===== config.mk =====
export PLATFORM = sky130hd
export DESIGN_NAME = wb5i_front
export DESIGN_NICKNAME = d
export VERILOG_FILES = /design/src/hdl/wb5i_pkg.sv /design/src/hdl/wb5i_front.sv
export SDC_FILE = /design/constraint.sdc
export NUM_CORES = 1
export LEC_CHECK = 0
export BUFFER_PORTS_ARGS = -buffer_cell sky130_fd_sc_hd__buf_2
export CORE_UTILIZATION = 30
export CTS_CLUSTER_SIZE = 25
export DETAILED_ROUTE_END_ITERATION = 16
export HOLD_SLACK_MARGIN = 0.1
export PLACE_DENSITY = 0.52
export SLEW_MARGIN = 20
export SYNTH_ARGS = -nofsm -noshare
export SYNTH_HDL_FRONTEND = slang
export SYNTH_SLANG_ARGS = --single-unit

===== constraint.sdc =====
create_clock -name clk_i -period 17.9 [get_ports clk_i]
set_input_delay 0.895 -clock clk_i [delete_from_list [all_inputs] [get_ports clk_i]]
set_output_delay 0.895 -clock clk_i [all_outputs]
set_load 0.005 [all_outputs]

===== src/hdl/wb5i_pkg.sv =====
// Shared constants, types and payload structs of the weighted 5x5 blur with inversion.
package wb5i_pkg;

  localparam int unsigned MAX_WIDTH  = 2048;
  localparam int unsigned COL_W      = $clog2(MAX_WIDTH);
  localparam int unsigned ROW_W      = 11;
  localparam int unsigned DIM_W      = 12;
  localparam int unsigned POS_W      = 13;
  localparam int unsigned WIDTH_CAP  = (MAX_WIDTH < 4095) ? MAX_WIDTH : 4095;
  localparam int unsigned HEIGHT_CAP = 2048;
  localparam int unsigned STORE_ROWS = 4;
  localparam int unsigned TAP_ROWS   = 5;
  localparam int unsigned CH_W       = 8;
  localparam int unsigned NUM_CH     = 3;
  localparam int unsigned PIX_W      = CH_W * NUM_CH;
  localparam int unsigned ADDR_W     = 3;
  localparam int unsigned DATA_W     = 32;

  localparam int unsigned JOBQ_DEPTH = 4;
  // Result queue depth must be a power of two.
  localparam int unsigned RESQ_DEPTH = 16;
  localparam int unsigned RES_MAX    = 3;

  localparam int unsigned SUM_W       = 14;
  localparam int unsigned RECIP_W     = 13;
  localparam int unsigned PROD_W      = SUM_W + RECIP_W;
  localparam int unsigned RECIP_SHIFT = 18;
  localparam logic [SUM_W-1:0]   INV_BASE = 14'd8925;
  localparam logic [RECIP_W-1:0] RECIP    = 13'd7490;

  localparam logic [DIM_W-1:0] RESET_WIDTH  = 12'd640;
  localparam logic [DIM_W-1:0] RESET_HEIGHT = 12'd480;

  typedef enum logic [0:0] {
    OP_PIXEL = 1'b0,
    OP_DRAIN = 1'b1
  } opcode_e;

  typedef enum logic [0:0] {
    REG_WIDTH  = 1'b0,
    REG_HEIGHT = 1'b1
  } reg_idx_e;

  typedef struct packed {
    logic [0:0]      opcode;
    logic [CH_W-1:0] blue_in;
    logic [CH_W-1:0] green_in;
    logic [CH_W-1:0] red_in;
  } in_t;

  typedef struct packed {
    logic [CH_W-1:0] blue_out;
    logic [CH_W-1:0] green_out;
    logic [CH_W-1:0] red_out;
    logic            last_of_run;
    logic            end_of_frame;
  } res_t;

  // One unit of work for the back end: a pixel column or a drain centre.
  typedef struct packed {
    logic                  is_drain;
    logic                  reload;
    logic [COL_W-1:0]      col;
    logic [DIM_W-1:0]      width;
    logic [1:0]            base;
    logic [STORE_ROWS-1:0] rmask;
    logic                  clear;
    logic [RES_MAX-1:0]    emit;
    logic                  eof;
    logic [PIX_W-1:0]      px;
  } job_t;

endpackage


===== src/hdl/wb5i_front.sv =====
// Front end: tracks raster position and drain progress and turns each request into a job.
module wb5i_front import wb5i_pkg::*; (
  input  logic             clk_i,
  input  logic             rst_ni,
  input  logic             accept_i,
  input  in_t              item_i,
  input  logic             cfg_wr_i,
  input  logic [DIM_W-1:0] width_i,
  input  logic [DIM_W-1:0] height_i,
  output logic             job_valid_o,
  output job_t             job_o
);

  logic [COL_W-1:0] col_q, col_d;
  logic [ROW_W-1:0] row_q, row_d;
  logic [POS_W-1:0] pos_q, pos_d;
  logic             done_q, done_d;
  logic             chain_q, chain_d;
  logic [COL_W-1:0] prev_x_q, prev_x_d;
  logic [DIM_W-1:0] prev_y_q, prev_y_d;

  logic [DIM_W-1:0] w, h, first, y;
  logic [COL_W-1:0] c, x;
  logic [ROW_W-1:0] r;
  logic [DIM_W:0]   c_inc, r_inc, t;
  logic             row_end, frame_end, rows2, second, eof;
  logic [POS_W-1:0] w_pos, total, x_full, pos_inc;
  logic [STORE_ROWS-1:0] dmask;

  always_comb begin
    w = width_i;
    if (w == '0) begin
      w = DIM_W'(1);
    end else if (w > DIM_W'(WIDTH_CAP)) begin
      w = DIM_W'(WIDTH_CAP);
    end
    h = height_i;
    if (h == '0) begin
      h = DIM_W'(1);
    end else if (h > DIM_W'(HEIGHT_CAP)) begin
      h = DIM_W'(HEIGHT_CAP);
    end
  end

  // A finished frame restarts at the origin on the next pixel.
  assign c         = done_q ? '0 : col_q;
  assign r         = done_q ? '0 : row_q;
  assign c_inc     = (DIM_W+1)'(c) + 1'b1;
  assign r_inc     = (DIM_W+1)'(r) + 1'b1;
  assign row_end   = c_inc >= {1'b0, w};
  assign frame_end = row_end && (r_inc >= {1'b0, h});

  assign rows2   = h >= DIM_W'(2);
  assign first   = rows2 ? h - DIM_W'(2) : '0;
  assign w_pos   = POS_W'(w);
  assign total   = rows2 ? (w_pos << 1) : w_pos;
  assign second  = pos_q >= w_pos;
  assign x_full  = second ? pos_q - w_pos : pos_q;
  assign x       = x_full[COL_W-1:0];
  assign y       = first + DIM_W'(second);
  assign pos_inc = pos_q + 1'b1;
  assign eof     = pos_inc == total;

  always_comb begin
    for (int i = 0; i < STORE_ROWS; i++) begin
      t = (DIM_W+1)'(y) + (DIM_W+1)'(i);
      dmask[i] = (t >= (DIM_W+1)'(2)) && (t < ({1'b0, h} + (DIM_W+1)'(2)));
    end
  end

  always_comb begin
    col_d       = col_q;
    row_d       = row_q;
    pos_d       = pos_q;
    done_d      = done_q;
    chain_d     = chain_q;
    prev_x_d    = prev_x_q;
    prev_y_d    = prev_y_q;
    job_valid_o = 1'b0;
    job_o       = '0;
    if (cfg_wr_i) begin
      chain_d = 1'b0;
    end
    if (accept_i) begin
      if (item_i.opcode == OP_PIXEL) begin
        job_valid_o    = 1'b1;
        job_o.col      = c;
        job_o.width    = w;
        job_o.base     = r[1:0];
        job_o.rmask[0] = r >= ROW_W'(4);
        job_o.rmask[1] = r >= ROW_W'(3);
        job_o.rmask[2] = r >= ROW_W'(2);
        job_o.rmask[3] = r >= ROW_W'(1);
        job_o.clear    = c == '0;
        job_o.px       = {item_i.red_in, item_i.green_in, item_i.blue_in};
        if (r >= ROW_W'(2)) begin
          if (row_end) begin
            if (c >= COL_W'(2)) begin
              job_o.emit = 3'b111;
            end else if (c == COL_W'(1)) begin
              job_o.emit = 3'b110;
            end else begin
              job_o.emit = 3'b100;
            end
          end else if (c >= COL_W'(2)) begin
            job_o.emit = 3'b001;
          end
        end
        chain_d = 1'b0;
        pos_d   = '0;
        done_d  = frame_end;
        if (row_end) begin
          col_d = '0;
          row_d = frame_end ? '0 : r + 1'b1;
        end else begin
          col_d = c + 1'b1;
          row_d = r;
        end
      end else if (done_q) begin
        if (pos_q >= total) begin
          done_d = 1'b0;
        end else begin
          job_valid_o    = 1'b1;
          job_o.is_drain = 1'b1;
          job_o.reload   = !(chain_q && (x != '0) && (y == prev_y_q)
                             && (x == prev_x_q + 1'b1));
          job_o.col      = x;
          job_o.width    = w;
          job_o.base     = y[1:0] + 2'd2;
          job_o.rmask    = dmask;
          job_o.emit     = 3'b001;
          job_o.eof      = eof;
          chain_d        = 1'b1;
          prev_x_d       = x;
          prev_y_d       = y;
          pos_d          = eof ? '0 : pos_inc;
          done_d         = !eof;
        end
      end
    end
  end

  always_ff @(posedge clk_i or negedge rst_ni) begin
    if (!rst_ni) begin
      col_q    <= '0;
      row_q    <= '0;
      pos_q    <= '0;
      done_q   <= 1'b0;
      chain_q  <= 1'b0;
      prev_x_q <= '0;
      prev_y_q <= '0;
    end else begin
      col_q    <= col_d;
      row_q    <= row_d;
      pos_q    <= pos_d;
      done_q   <= done_d;
      chain_q  <= chain_d;
      prev_x_q <= prev_x_d;
      prev_y_q <= prev_y_d;
    end
  end

endmodule


==> impl_metrics.yaml <==
outcome:
  outcome: "finished, final reports clean"
die:
  chipWidth_um: 174
  fp.dieH_um: 174
  fp-row-count: 62
  die-area_um2: 30100
  ios: 114
  initial_utilization_pct: 30.6
  coreArea_um2: 28900
finish:
  syn_to_final_growth_pct: 14.1
  final_cell_mix: "nand2_1, ha_1, buf_2"
  nets: 1400
  n_antenna_cell: 0
  layout_commonest_cell: "nand2_1"
  drive_above_1_share_pct: 14.7
  final_util_pct: 34.9
  fillCellCount: 3093
timing:
  setup_viol: 0
  rsz0062_at_grt: "false"
  skew_ns: 0.00967
  maxSlewViolCount: 0
  fmax_mhz: 117
  tightest_slew_ns: 1.08
  period_share_pct: 47.8
  min_period_ns: 8.57
  fin_setup_tns_ns: 0
  slew_headroom_pct: 27.8
  hold_viol: 0
cts:
  post_cts_buffers: 0
  cts_tree: "done"
  clock-root-buffer: "clkbuf_16"
  cts.clk_slew.worst_paths_ns: 0.06
  cts_hold_repair.buffers: 0
  htree_levels: 3
  cts.sink_count: 60
  numCtsBuffers: 9
  cts.repair.resized: 0
  clock_path_buffers: 2
  clock_latency_ns: 0.34
yosys:
  netlist_instances: 1138
  ys_dominant_reg_cell: "dfrtp_1"
  synthArstFlopShare_pct: 100
  synthAdderAreaFrac_pct: 16.8
  synth_compound_gate_area_share_pct: 19.7
  synth_area_per_cell_um2: 7.76
  synthSimpleGateAreaFrac_pct: 26.7
  synth-seq-area-share_pct: 17.0
  synth_top_family_by_area: "simple AND/OR/NAND/NOR gates"
  synth_area_um2: 8830
  synth_edf_count: 0
  synth_warnings: 0
  synthXorXnorAreaFrac_pct: 11.4
  ys_types: 90
  synth-seq-cells: 60
  synthMuxAreaShare_pct: 3.88
global_route:
  grt_pass1_vias: 8533
  grt_usage_pct: 20.0
  antenna_found_initial: 0
  grt_max_degree: 61
  grt_overflow: 0
  grt_pass1_wl_um: 47700
placed_design:
  io_buffer_count: 113
  dp_hpwl_um: 23400
  gp_congestion: 0.910
drt:
  num_vias: 8788
  wirelength_um: 29600
  drcViolationCount: 0
  drtIter0Drc: 797
  ant_nets: 0
  first_pass_iters: 5
  vias_per_cell: 5.43
  wl_per_cell_um: 18.3
worst_setup_path:
  start_kind: "input port"
  crit_type: "in -> out"
  cpPeakStageDelay_ns: 0.59
  end_kind: "primary output"
  critPathRequiredTime_ns: 17.01
  critPathMostFrequentCell: "ha_1"
  crit_arrival_ns: 7.67
  cp_slowest_cell: "o21a_1"
  critPathMaxFanout: 17
power:
  p_comb_share_pct: 45.2
  seqPwrFrac_pct: 27.9
  powerDensity_nw_per_um2: 68.1
  finalPower_mw: 0.687
  peakVddDrop_mv: 0.0367
  p_int_mw: 0.407
  p_sw_share_pct: 40.8
  switchingPower_mw: 0.280
  power_frac_clock_pct: 26.9
  leakagePower_nw: 4.65
hold_path:
  hp-class: "reg -> reg"
flow_run:
  cap_violations: 0
-- power by group through the flow --
stage	logic, mW	clock network [mW]	registers, mW
CTS	0.311	0.189	0.191
floorplan	0.218	0	0.184
detailed placement	0.308	0	0.193
global route	0.351	0.195	0.196
finish	0.310	0.185	0.191
global placement	0.306	0	0.192
-- worst max-delay path: cells and delay by family --
kind	cells	cell delay, ns
xor+xnor	1	0.21
compound gates	12	3.02
simple gates	4	1.27
fa+ha+maj	4	1.33
buf+inv	4	0.93
-- final cells by class --
class | instances | area (um2) | area share [%]
Multi-Input combinational cell | 986 | 6970 | 69.2
Timing Repair Buffer | 122 | 633 | 6.28
Clock inverter | 3 | 45.0 | 0.447
Inverter | 50 | 188 | 1.86
Clock buffer | 13 | 260 | 2.58
Sequential cell | 60 | 1500 | 14.9
Tap cell | 384 | 480 | 4.77
-- through the flow --
stage               hold WS (ns)  area [um2]  worst slack (ns)  std cells
floorplan                  0.452        8850             10.60       1142
global route               0.536       10100              8.77       1618
global placement           0.479        9770              9.60       1602
finish                     0.499       10100              9.33       1618
CTS                        0.502       10100              9.40       1618
detailed placement         0.486        9770              9.41       1602
-- per-layer routing --
metal / share of wire (%) / global-route usage [%]
met1: 47 / 27.5
met3: 5.2 / 3.09
met4: 2.0 / 5.15
met2: 46 / 32.3
met5: 0 / 0
-- state kept, by name, indices dropped and copies added, names as in the netlist --
| signal | flops |
|---|---|
| chain_q | 1 |
| col_q | 11 |
| done_q | 1 |
| pos_q | 13 |
| prev_x_q | 11 |
| prev_y_q | 12 |
| row_q | 11 |
-- Yosys cell counts (all sizes together) (9+ instances only) --
| library cell | count | share of area (%) |
|---|---|---|
| and2 | 32 | 2.3 |
| a21o | 29 | 2.5 |
| nand4 | 23 | 1.6 |
| ha | 117 | 17 |
| and3 | 12 | 0.85 |
| nor2 | 100 | 4.2 |
| nor3 | 28 | 2.0 |
| xor2 | 32 | 3.3 |
| inv | 49 | 2.1 |
| nand2 | 126 | 5.4 |
| nor2b | 25 | 1.8 |
| nand3 | 39 | 2.2 |
| nor4 | 14 | 1.2 |
| clkbuf | 30 | 1.3 |
| o21a | 16 | 1.4 |
| nand2b | 9 | 0.64 |
| buf | 16 | 0.99 |
| a31oi | 18 | 1.3 |
| o21ai | 75 | 4.3 |
| or3 | 11 | 0.78 |
| xnor2 | 76 | 7.6 |
| mux2 | 12 | 1.5 |
| mux2i | 20 | 2.4 |
| a21oi | 48 | 2.7 |
| dfrtp | 60 | 17 |
-- final timing paths --
| check | from | end | slack, ns | cells past startpoint |
|---|---|---|---|---|
| setup reg to reg | done_q$_DFFE_PN0P_ | row_q[7]$_DFFE_PN0P_ | 12.79 | 17 |
| min in group asynchronous | rst_ni | pos_q[12]$_DFFE_PN0P_ | 0.70 | 2 |
| max in group asynchronous | rst_ni | col_q[10]$_DFFE_PN0P_ | 16.57 | 2 |
| hold reg to reg | prev_x_q[10]$_DFFE_PN0P_ | prev_x_q[10]$_DFFE_PN0P_ | 0.50 | 2 |
| hold / removal | prev_x_q[10]$_DFFE_PN0P_ | prev_x_q[10]$_DFFE_PN0P_ | 0.50 | 2 |
| setup / recovery | width_i[11] | job_o[30] | 9.33 | 25 |
-- kinds of logic (layout without fill, tap and decap cells) --
logic type / Yosys count / count (layout)
other: 2 / 6
AO/OA/AOI/OAI: 263 / 263
buffers and inverters: 96 / 188
AND/OR/NAND/NOR: 457 / 457
adder cells (fa/ha/maj): 118 / 118
multiplexers: 32 / 32
XOR/XNOR: 110 / 110
flip-flops: 60 / 60
(Power assumes the default switching activity.)
