### config.mk
export PLATFORM = sky130hd
export DESIGN_NAME = wb5i_jobq
export DESIGN_NICKNAME = d
export VERILOG_FILES = /design/src/hdl/wb5i_pkg.sv /design/src/hdl/wb5i_jobq.sv
export SDC_FILE = /design/constraint.sdc
export NUM_CORES = 1
export LEC_CHECK = 0
export BUFFER_PORTS_ARGS = -buffer_cell sky130_fd_sc_hd__buf_2
export CAP_MARGIN = 20
export CORE_MARGIN = 8
export CORE_UTILIZATION = 52
export DETAILED_ROUTE_END_ITERATION = 8
export PLACE_DENSITY = 0.78
export RECOVER_POWER = 100
export SETUP_SLACK_MARGIN = 0.1
export SYNTH_ARGS = -nofsm -noshare
export SYNTH_HDL_FRONTEND = slang
export SYNTH_SLANG_ARGS = --single-unit
### constraint.sdc
create_clock -name clk_i -period 3.2 [get_ports clk_i]
set_input_delay 0.8 -clock clk_i [delete_from_list [all_inputs] [get_ports clk_i]]
set_output_delay 0.8 -clock clk_i [all_outputs]
set_load 0.01 [all_outputs]
### src/hdl/wb5i_pkg.sv
// Shared constants, types and payload structs of the weighted 5x5 blur with inversion.
package wb5i_pkg;

  localparam int unsigned MAX_WIDTH  = 2048;
  localparam int unsigned COL_W      = $clog2(MAX_WIDTH);
  localparam int unsigned ROW_W      = 11;
  localparam int unsigned DIM_W      = 12;
  localparam int unsigned POS_W      = 13;
  localparam int unsigned WIDTH_CAP  = (MAX_WIDTH < 4095) ? MAX_WIDTH : 4095;
  localparam int unsigned HEIGHT_CAP = 2048;
  localparam int unsigned STORE_ROWS = 4;
  localparam int unsigned TAP_ROWS   = 5;
  localparam int unsigned CH_W       = 8;
  localparam int unsigned NUM_CH     = 3;
  localparam int unsigned PIX_W      = CH_W * NUM_CH;
  localparam int unsigned ADDR_W     = 3;
  localparam int unsigned DATA_W     = 32;

  localparam int unsigned JOBQ_DEPTH = 4;
  // Result queue depth must be a power of two.
  localparam int unsigned RESQ_DEPTH = 16;
  localparam int unsigned RES_MAX    = 3;

  localparam int unsigned SUM_W       = 14;
  localparam int unsigned RECIP_W     = 13;
  localparam int unsigned PROD_W      = SUM_W + RECIP_W;
  localparam int unsigned RECIP_SHIFT = 18;
  localparam logic [SUM_W-1:0]   INV_BASE = 14'd8925;
  localparam logic [RECIP_W-1:0] RECIP    = 13'd7490;

  localparam logic [DIM_W-1:0] RESET_WIDTH  = 12'd640;
  localparam logic [DIM_W-1:0] RESET_HEIGHT = 12'd480;

  typedef enum logic [0:0] {
    OP_PIXEL = 1'b0,
    OP_DRAIN = 1'b1
  } opcode_e;

  typedef enum logic [0:0] {
    REG_WIDTH  = 1'b0,
    REG_HEIGHT = 1'b1
  } reg_idx_e;

  typedef struct packed {
    logic [0:0]      opcode;
    logic [CH_W-1:0] blue_in;
    logic [CH_W-1:0] green_in;
    logic [CH_W-1:0] red_in;
  } in_t;

  typedef struct packed {
    logic [CH_W-1:0] blue_out;
    logic [CH_W-1:0] green_out;
    logic [CH_W-1:0] red_out;
    logic            last_of_run;
    logic            end_of_frame;
  } res_t;

  // One unit of work for the back end: a pixel column or a drain centre.
  typedef struct packed {
    logic                  is_drain;
    logic                  reload;
    logic [COL_W-1:0]      col;
    logic [DIM_W-1:0]      width;
    logic [1:0]            base;
    logic [STORE_ROWS-1:0] rmask;
    logic                  clear;
    logic [RES_MAX-1:0]    emit;
    logic                  eof;
    logic [PIX_W-1:0]      px;
  } job_t;

endpackage

### src/hdl/wb5i_jobq.sv
// Short job queue between the front end and the back end.
module wb5i_jobq import wb5i_pkg::*; (
  input  logic clk_i,
  input  logic rst_ni,
  input  logic push_i,
  input  job_t job_i,
  output logic full_o,
  output logic valid_o,
  output job_t job_o,
  input  logic pop_i
);

  localparam int unsigned PTR_W = $clog2(JOBQ_DEPTH);
  localparam int unsigned CNT_W = $clog2(JOBQ_DEPTH + 1);

  job_t             entry_q [JOBQ_DEPTH];
  logic [PTR_W-1:0] wptr_q, wptr_d, rptr_q, rptr_d;
  logic [CNT_W-1:0] count_q, count_d;
  logic             do_push, do_pop;

  assign full_o  = count_q == CNT_W'(JOBQ_DEPTH);
  assign valid_o = count_q != '0;
  assign job_o   = entry_q[rptr_q];
  assign do_push = push_i && !full_o;
  assign do_pop  = pop_i && valid_o;

  always_comb begin
    wptr_d  = wptr_q;
    rptr_d  = rptr_q;
    count_d = count_q;
    if (do_push) begin
      wptr_d = (wptr_q == PTR_W'(JOBQ_DEPTH - 1)) ? '0 : wptr_q + 1'b1;
    end
    if (do_pop) begin
      rptr_d = (rptr_q == PTR_W'(JOBQ_DEPTH - 1)) ? '0 : rptr_q + 1'b1;
    end
    if (do_push && !do_pop) begin
      count_d = count_q + 1'b1;
    end else if (do_pop && !do_push) begin
      count_d = count_q - 1'b1;
    end
  end

  always_ff @(posedge clk_i) begin
    if (do_push) begin
      entry_q[wptr_q] <= job_i;
    end
  end

  always_ff @(posedge clk_i or negedge rst_ni) begin
    if (!rst_ni) begin
      wptr_q  <= '0;
      rptr_q  <= '0;
      count_q <= '0;
    end else begin
      wptr_q  <= wptr_d;
      rptr_q  <= rptr_d;
      count_q <= count_d;
    end
  end

endmodule

==> flow_summary.ini, run 1 <==
[yosys]
synthArstFlopShare_pct = 2.83
synth_area_leaders = edfxtp_1, mux4_2, dfrtp_1, buf_12, ha_1
synth_top_area_cell = edfxtp_1
yosys_warnings = 0
syn_nets = 422
synth_flop_cell = edfxtp_1
synth-seq-cells = 247
synth_edf_count = 240
synth_cells = 351
synth_common_cells = edfxtp_1, mux4_2, dfrtp_1
ys_types = 21
synth_top_cell_area_share_pct = 78.5
yosysMostFrequentCell = edfxtp_1
netlist_area_um2 = 9190
avgSynthCellArea_um2 = 26.2
synth-seq-area-share_pct = 80.4

[setup_path]
r2r-end = entry_q[1][5]
cp.required_ns = 2.40
crit_buf_inv = 2
critPathSlowestCell = mux4_1
cp_max_fo = 20
reg2reg_from = count_q[2]
reg2reg_slack_ns = 0.29
reg2reg_depth = 5
endpoint_kind = primary output
arrival_ns = 2.12
crit_path_max_incr_delay_ns = 0.61
startpoint_type = flop
crit_family = multiplexers
path_cells = clkbuf_4, mux4_1, clkbuf_1
critPathKind = reg -> out

[sta]
clock.fmax_ghz = 0.343
slew_violations = 0
fin_tns_setup_ns = 0
finalCriticalPeriod_ns = 2.92
timing.final.crit_share_pct = 91.2
setup_viol = 0
clock_skew_ns = 0.0138
rsz0062_at_grt = false
hold_violations = 0
relSlewSlack_pct = 7.61
worst_pin_slew_ns = 1.39

[route]
drtPass1Iterations = 4
avgViaCountPerCell = 5.53
routed_wl_mm = 17.3
vias = 4123
ant_nets = 0
post_drt_wl_per_cell_um = 23.2
route.detailed.drc = 0
drt_iter0_drc = 245

[global_routing]
antenna_found_initial = 3
grt_overflow = 0
grt_max_degree = 52
track_usage_pct = 15.6
grt_pass1_wl_mm = 26.5
grt_pass1_vias = 4636

[clock_tree]
cts.path.max_buffers = 3
cts_tree = done
h-tree-depth = 1
clock-root-buffer = clkbuf_16
postCtsSetupBuffers = 0
clk_latency_ns = 0.51
cts_made_buffers = 25
cts_sinks = 247
ctsResizeCount = 0
clkTransAtPathRegs_ns = 0.06
hold_buffers = 0

[power_and_ir_drop]
ir_worst_vdd_mv = 0.802
leakagePower_nw = 3.40
power_per_cell_area_nw_per_um2 = 935

[layout]
area_growth_pct = 16.1
drive_above_1_share_pct = 22.2
stdcell_area_um2 = 10700
finalNonFillerCells = 745
nNetsFinal = 572

[floorplanning]
start_util_pct = 53.1
std_cell_rows = 48
core_um2 = 17300
die-area_um2 = 22200
die_w_um = 149
io_pins = 126
chipHeight_um = 149

[outcome]
status = finished clean

[placed_design]
dp_cells = 699
gp_congestion = 0.691
dpl_cell_area_um2 = 10100
hpwlAfterDp_mm = 11.0
io_buffers = 125

[hold_path]
worstHoldPathType = in -> async

[run]
drv_cap = 0
logic make-up after synthesis:
group	count (synthesis)	share of synthesized area, %
muxes	65	15.5
and+or+nand+nor	11	0.790
xor gates and xnor gates	3	0.286
adders and majority gates	7	1.04
DFF	247	80.4
buffers and inverters	18	2.04
metrics by stage:
step	worst slack, ns	utilization [%]	power, mW	hold WS [ns]
floorplan	0.275	-	6.58	0.454
global placement	0.825	58.4	7.53	0.471
detailed placement	0.797	58.4	7.63	0.523
CTS	0.269	62.7	10.3	0.0914
global route	0.161	61.7	10.4	0.198
finish	0.283	61.7	9.97	0.177
worst reg2reg max path: stages (launching register included):
cell and delay [ns]:
dfrtp_1 0.40, nor3b_1 0.16, nor2b_1 0.14, clkbuf_1 0.31, and2_0 1.11, buf_4 0.46
sequential cells by signal (all words and copies together) (netlist names):
| signal | cells |
|---|---|
| count_q | 3 |
| wptr_q | 2 |
| rptr_q | 2 |
| entry_q | 240 |
cell type report:
cell class,instances,area (µm²)
flip-flops and latches,247,7390
fillers,1241,6630
multi-input cells,86,1610
clock buffers,31,648
repair buffers,138,639
well taps,225,282
clock inverters,14,90.1
inverters,3,11.3
diodes,1,2.50
per-layer routing:
| layer | wire length, µm | global-route usage (%) |
|---|---|---|
| met3 | 1280 | 4.70 |
| met5 | 23 | 0 |
| met4 | 315 | 3.74 |
| met2 | 8580 | 25.9 |
| met1 | 7100 | 19.7 |
cell usage in the layout, fill, tap and decap left out, drive strengths merged:
master,count
ha,6
nor2,3
nor3b,1
edfxtp,240
and2,4
fa,1
xnor2,1
clkinv,12
dfrtp,7
clkbuf,155
inv,4
nand2,1
xor2,2
mux4,60
mux2,5
buf,14
bufinv,1
or3,1
diode,1
nor2b,1
how the worst max path moves through the flow:
stage / startpoint / end / slack, ns / cells past startpoint
2_1_floorplan: push_i / entry_q[1][0] / 0.27 / 3
6_report: rptr_q[0] / job_o[51] / 0.28 / 3
3_5_place_dp: push_i / count_q[2] / 0.80 / 9
4_1_cts: rptr_q[0] / job_o[51] / 0.27 / 3
5_1_grt: rptr_q[0] / job_o[51] / 0.16 / 3
3_3_place_gp: rptr_q[0] / job_o[51] / 0.82 / 3
where the power goes:
group          switching [mW]  internal [mW]
sequential              0.204           4.28
combinational            1.60           1.25
clock                    1.13           1.51
(Power assumes the default switching activity.)
==> run 2, diff against run 1 <==
--- a/config.mk
+++ b/config.mk
@@ -5,7 +5,7 @@
 export SDC_FILE = /design/constraint.sdc
 export NUM_CORES = 1
 export LEC_CHECK = 0
-export BUFFER_PORTS_ARGS = -buffer_cell sky130_fd_sc_hd__buf_2
+export BUFFER_PORTS_ARGS = -buffer_cell sky130_fd_sc_hd__clkbuf_2
 export CAP_MARGIN = 20
 export CORE_MARGIN = 8
 export CORE_UTILIZATION = 52
==> flow_summary.ini, run 2 (same netlist as run 1, synthesis figures left out) <==
[sta]
clock_skew_ns = 0.00646
setup_viol = 0
rsz0062_at_grt = false
relSlewSlack_pct = 4.51
hold_ws_ns = 0.185
timing.final.crit_share_pct = 95.6
finalCriticalPeriod_ns = 3.06
clock.fmax_ghz = 0.327
slew_violations = 0
worst_pin_slew_ns = 1.43
fin_tns_setup_ns = 0
hold_violations = 0

[setup_path]
cp-endpoint = job_o[38]
endpoint_kind = primary output
arrival_ns = 2.26
reg2reg_slack_ns = 0.34
r2r-end = entry_q[2][2]
startpoint_type = flop
cp_max_fo = 24
critPathKind = reg -> out
cp.required_ns = 2.40
reg2reg_from = count_q[2]
reg2reg_depth = 4
crit_start = rptr_q[1]

[layout]
layout_commonest_cell = edfxtp_1
finalNonFillerCells = 747
largest_register = entry_q
largest_reg_flops = 240
final_core_util_pct = 61.5
final_cell_mix = edfxtp_1, clkbuf_1, mux4_2
area_growth_pct = 15.9
reg_top3 = entry_q (240), count_q (3)
nNetsFinal = 574
drive_above_1_share_pct = 23.6

[global_routing]
grt_pass1_vias = 4517
grt_pass1_wl_mm = 25.3
track_usage_pct = 14.9
grt_max_degree = 35
grt_overflow = 0
antenna_found_initial = 1

[route]
avgViaCountPerCell = 5.52
ant_nets = 0
met1_length_mm = 6.65
topRoutingLayerUsed = met5
route.detailed.drc = 0
met2WireLength_mm = 8.15
vias = 4122
drt_iter0_drc = 189
wl_met3_mm = 1.59
routed_wl_mm = 16.7
drtPass1Iterations = 5
post_drt_wl_per_cell_um = 22.3

[power_and_ir_drop]
leakagePower_nw = 3.40
power_per_cell_area_nw_per_um2 = 931
ir_worst_vdd_mv = 0.545

[placed_design]
io_buffers = 125
gp_congestion = 0.678
dp_cells = 701
hpwlAfterDp_mm = 10.6

[outcome]
status = finished clean

[clock_tree]
cts_made_buffers = 24
hold_buffers = 0
cts.path.max_buffers = 3
postCtsSetupBuffers = 1
clkTransAtPathRegs_ns = 0.06
h-tree-depth = 1
clock-root-buffer = clkbuf_16
cts_tree = done
cts_sinks = 247
ctsResizeCount = 0
clk_latency_ns = 0.50

[hold_path]
worstHoldPathType = in -> async

[floorplanning]
std_cell_rows = 48
core_um2 = 17300
die_w_um = 149
start_util_pct = 53.1
chipHeight_um = 149
io_pins = 126
die-area_um2 = 22200

[run]
drv_cap = 0
## run 2: cell types whose count changed in the layout (fill, tap and decap cells not counted), sizes merged
cell      before  now
clkbuf       155  163
buf           14    7
clkinvlp       0    2
inv            4    3
## run 2: worst min path at each step
stage / startpoint / end / slack (ns) / depth (start not counted)
final: rst_ni / rptr_q[0] / 0.19 / 1
after CTS: rst_ni / count_q[0] / 0.11 / 1
after detailed placement: count_q[2] / count_q[2] / 0.50 / 1
after global routing: rst_ni / count_q[0] / 0.19 / 1
after floorplan: count_q[2] / count_q[2] / 0.45 / 1
after global placement: count_q[2] / count_q[2] / 0.47 / 1
## run 2: critical path: stages (launching register included)
cell,delay (ns)
dfrtp_2,0.68
clkbuf_4,0.51
mux4_2,0.40
clkbuf_1,0.16
## run 2: metal layers
layer / up-vias / global-route usage, %
met4: 2 / 3.84
met3: 33 / 5.22
li1: 1808 / -
met1: 2123 / 18.6
met2: 156 / 24.6
met5: - / 0
## run 2: area by class of cell
type / count / area, µm²
Sequential cell: 247 / 7390
Clock inverter: 15 / 96.3
Tap cell: 225 / 282
Antenna cell: 1 / 2.50
Fill cell: 1244 / 6650
Timing Repair Buffer: 141 / 622
Inverter: 3 / 11.3
Clock buffer: 29 / 641
Multi-Input combinational cell: 86 / 1600
## run 2: stage by stage
stage / setup WS [ns] / power [mW] / instance area, µm²
final: 0.140 / 9.91 / 10600
after global routing: 0.0699 / 10.4 / 10600
after CTS: 0.151 / 10.3 / 10900
after detailed placement: 0.470 / 7.60 / 10100
after global placement: 0.498 / 7.50 / 10100
after floorplan: 0.275 / 6.58 / 9190
## run 2: report_power, final
group          total [mW]  switching, mW  internal [mW]
sequential           4.55          0.268           4.28
clock                2.60           1.10           1.50
combinational        2.76           1.53           1.23
total                9.91           2.90           7.01
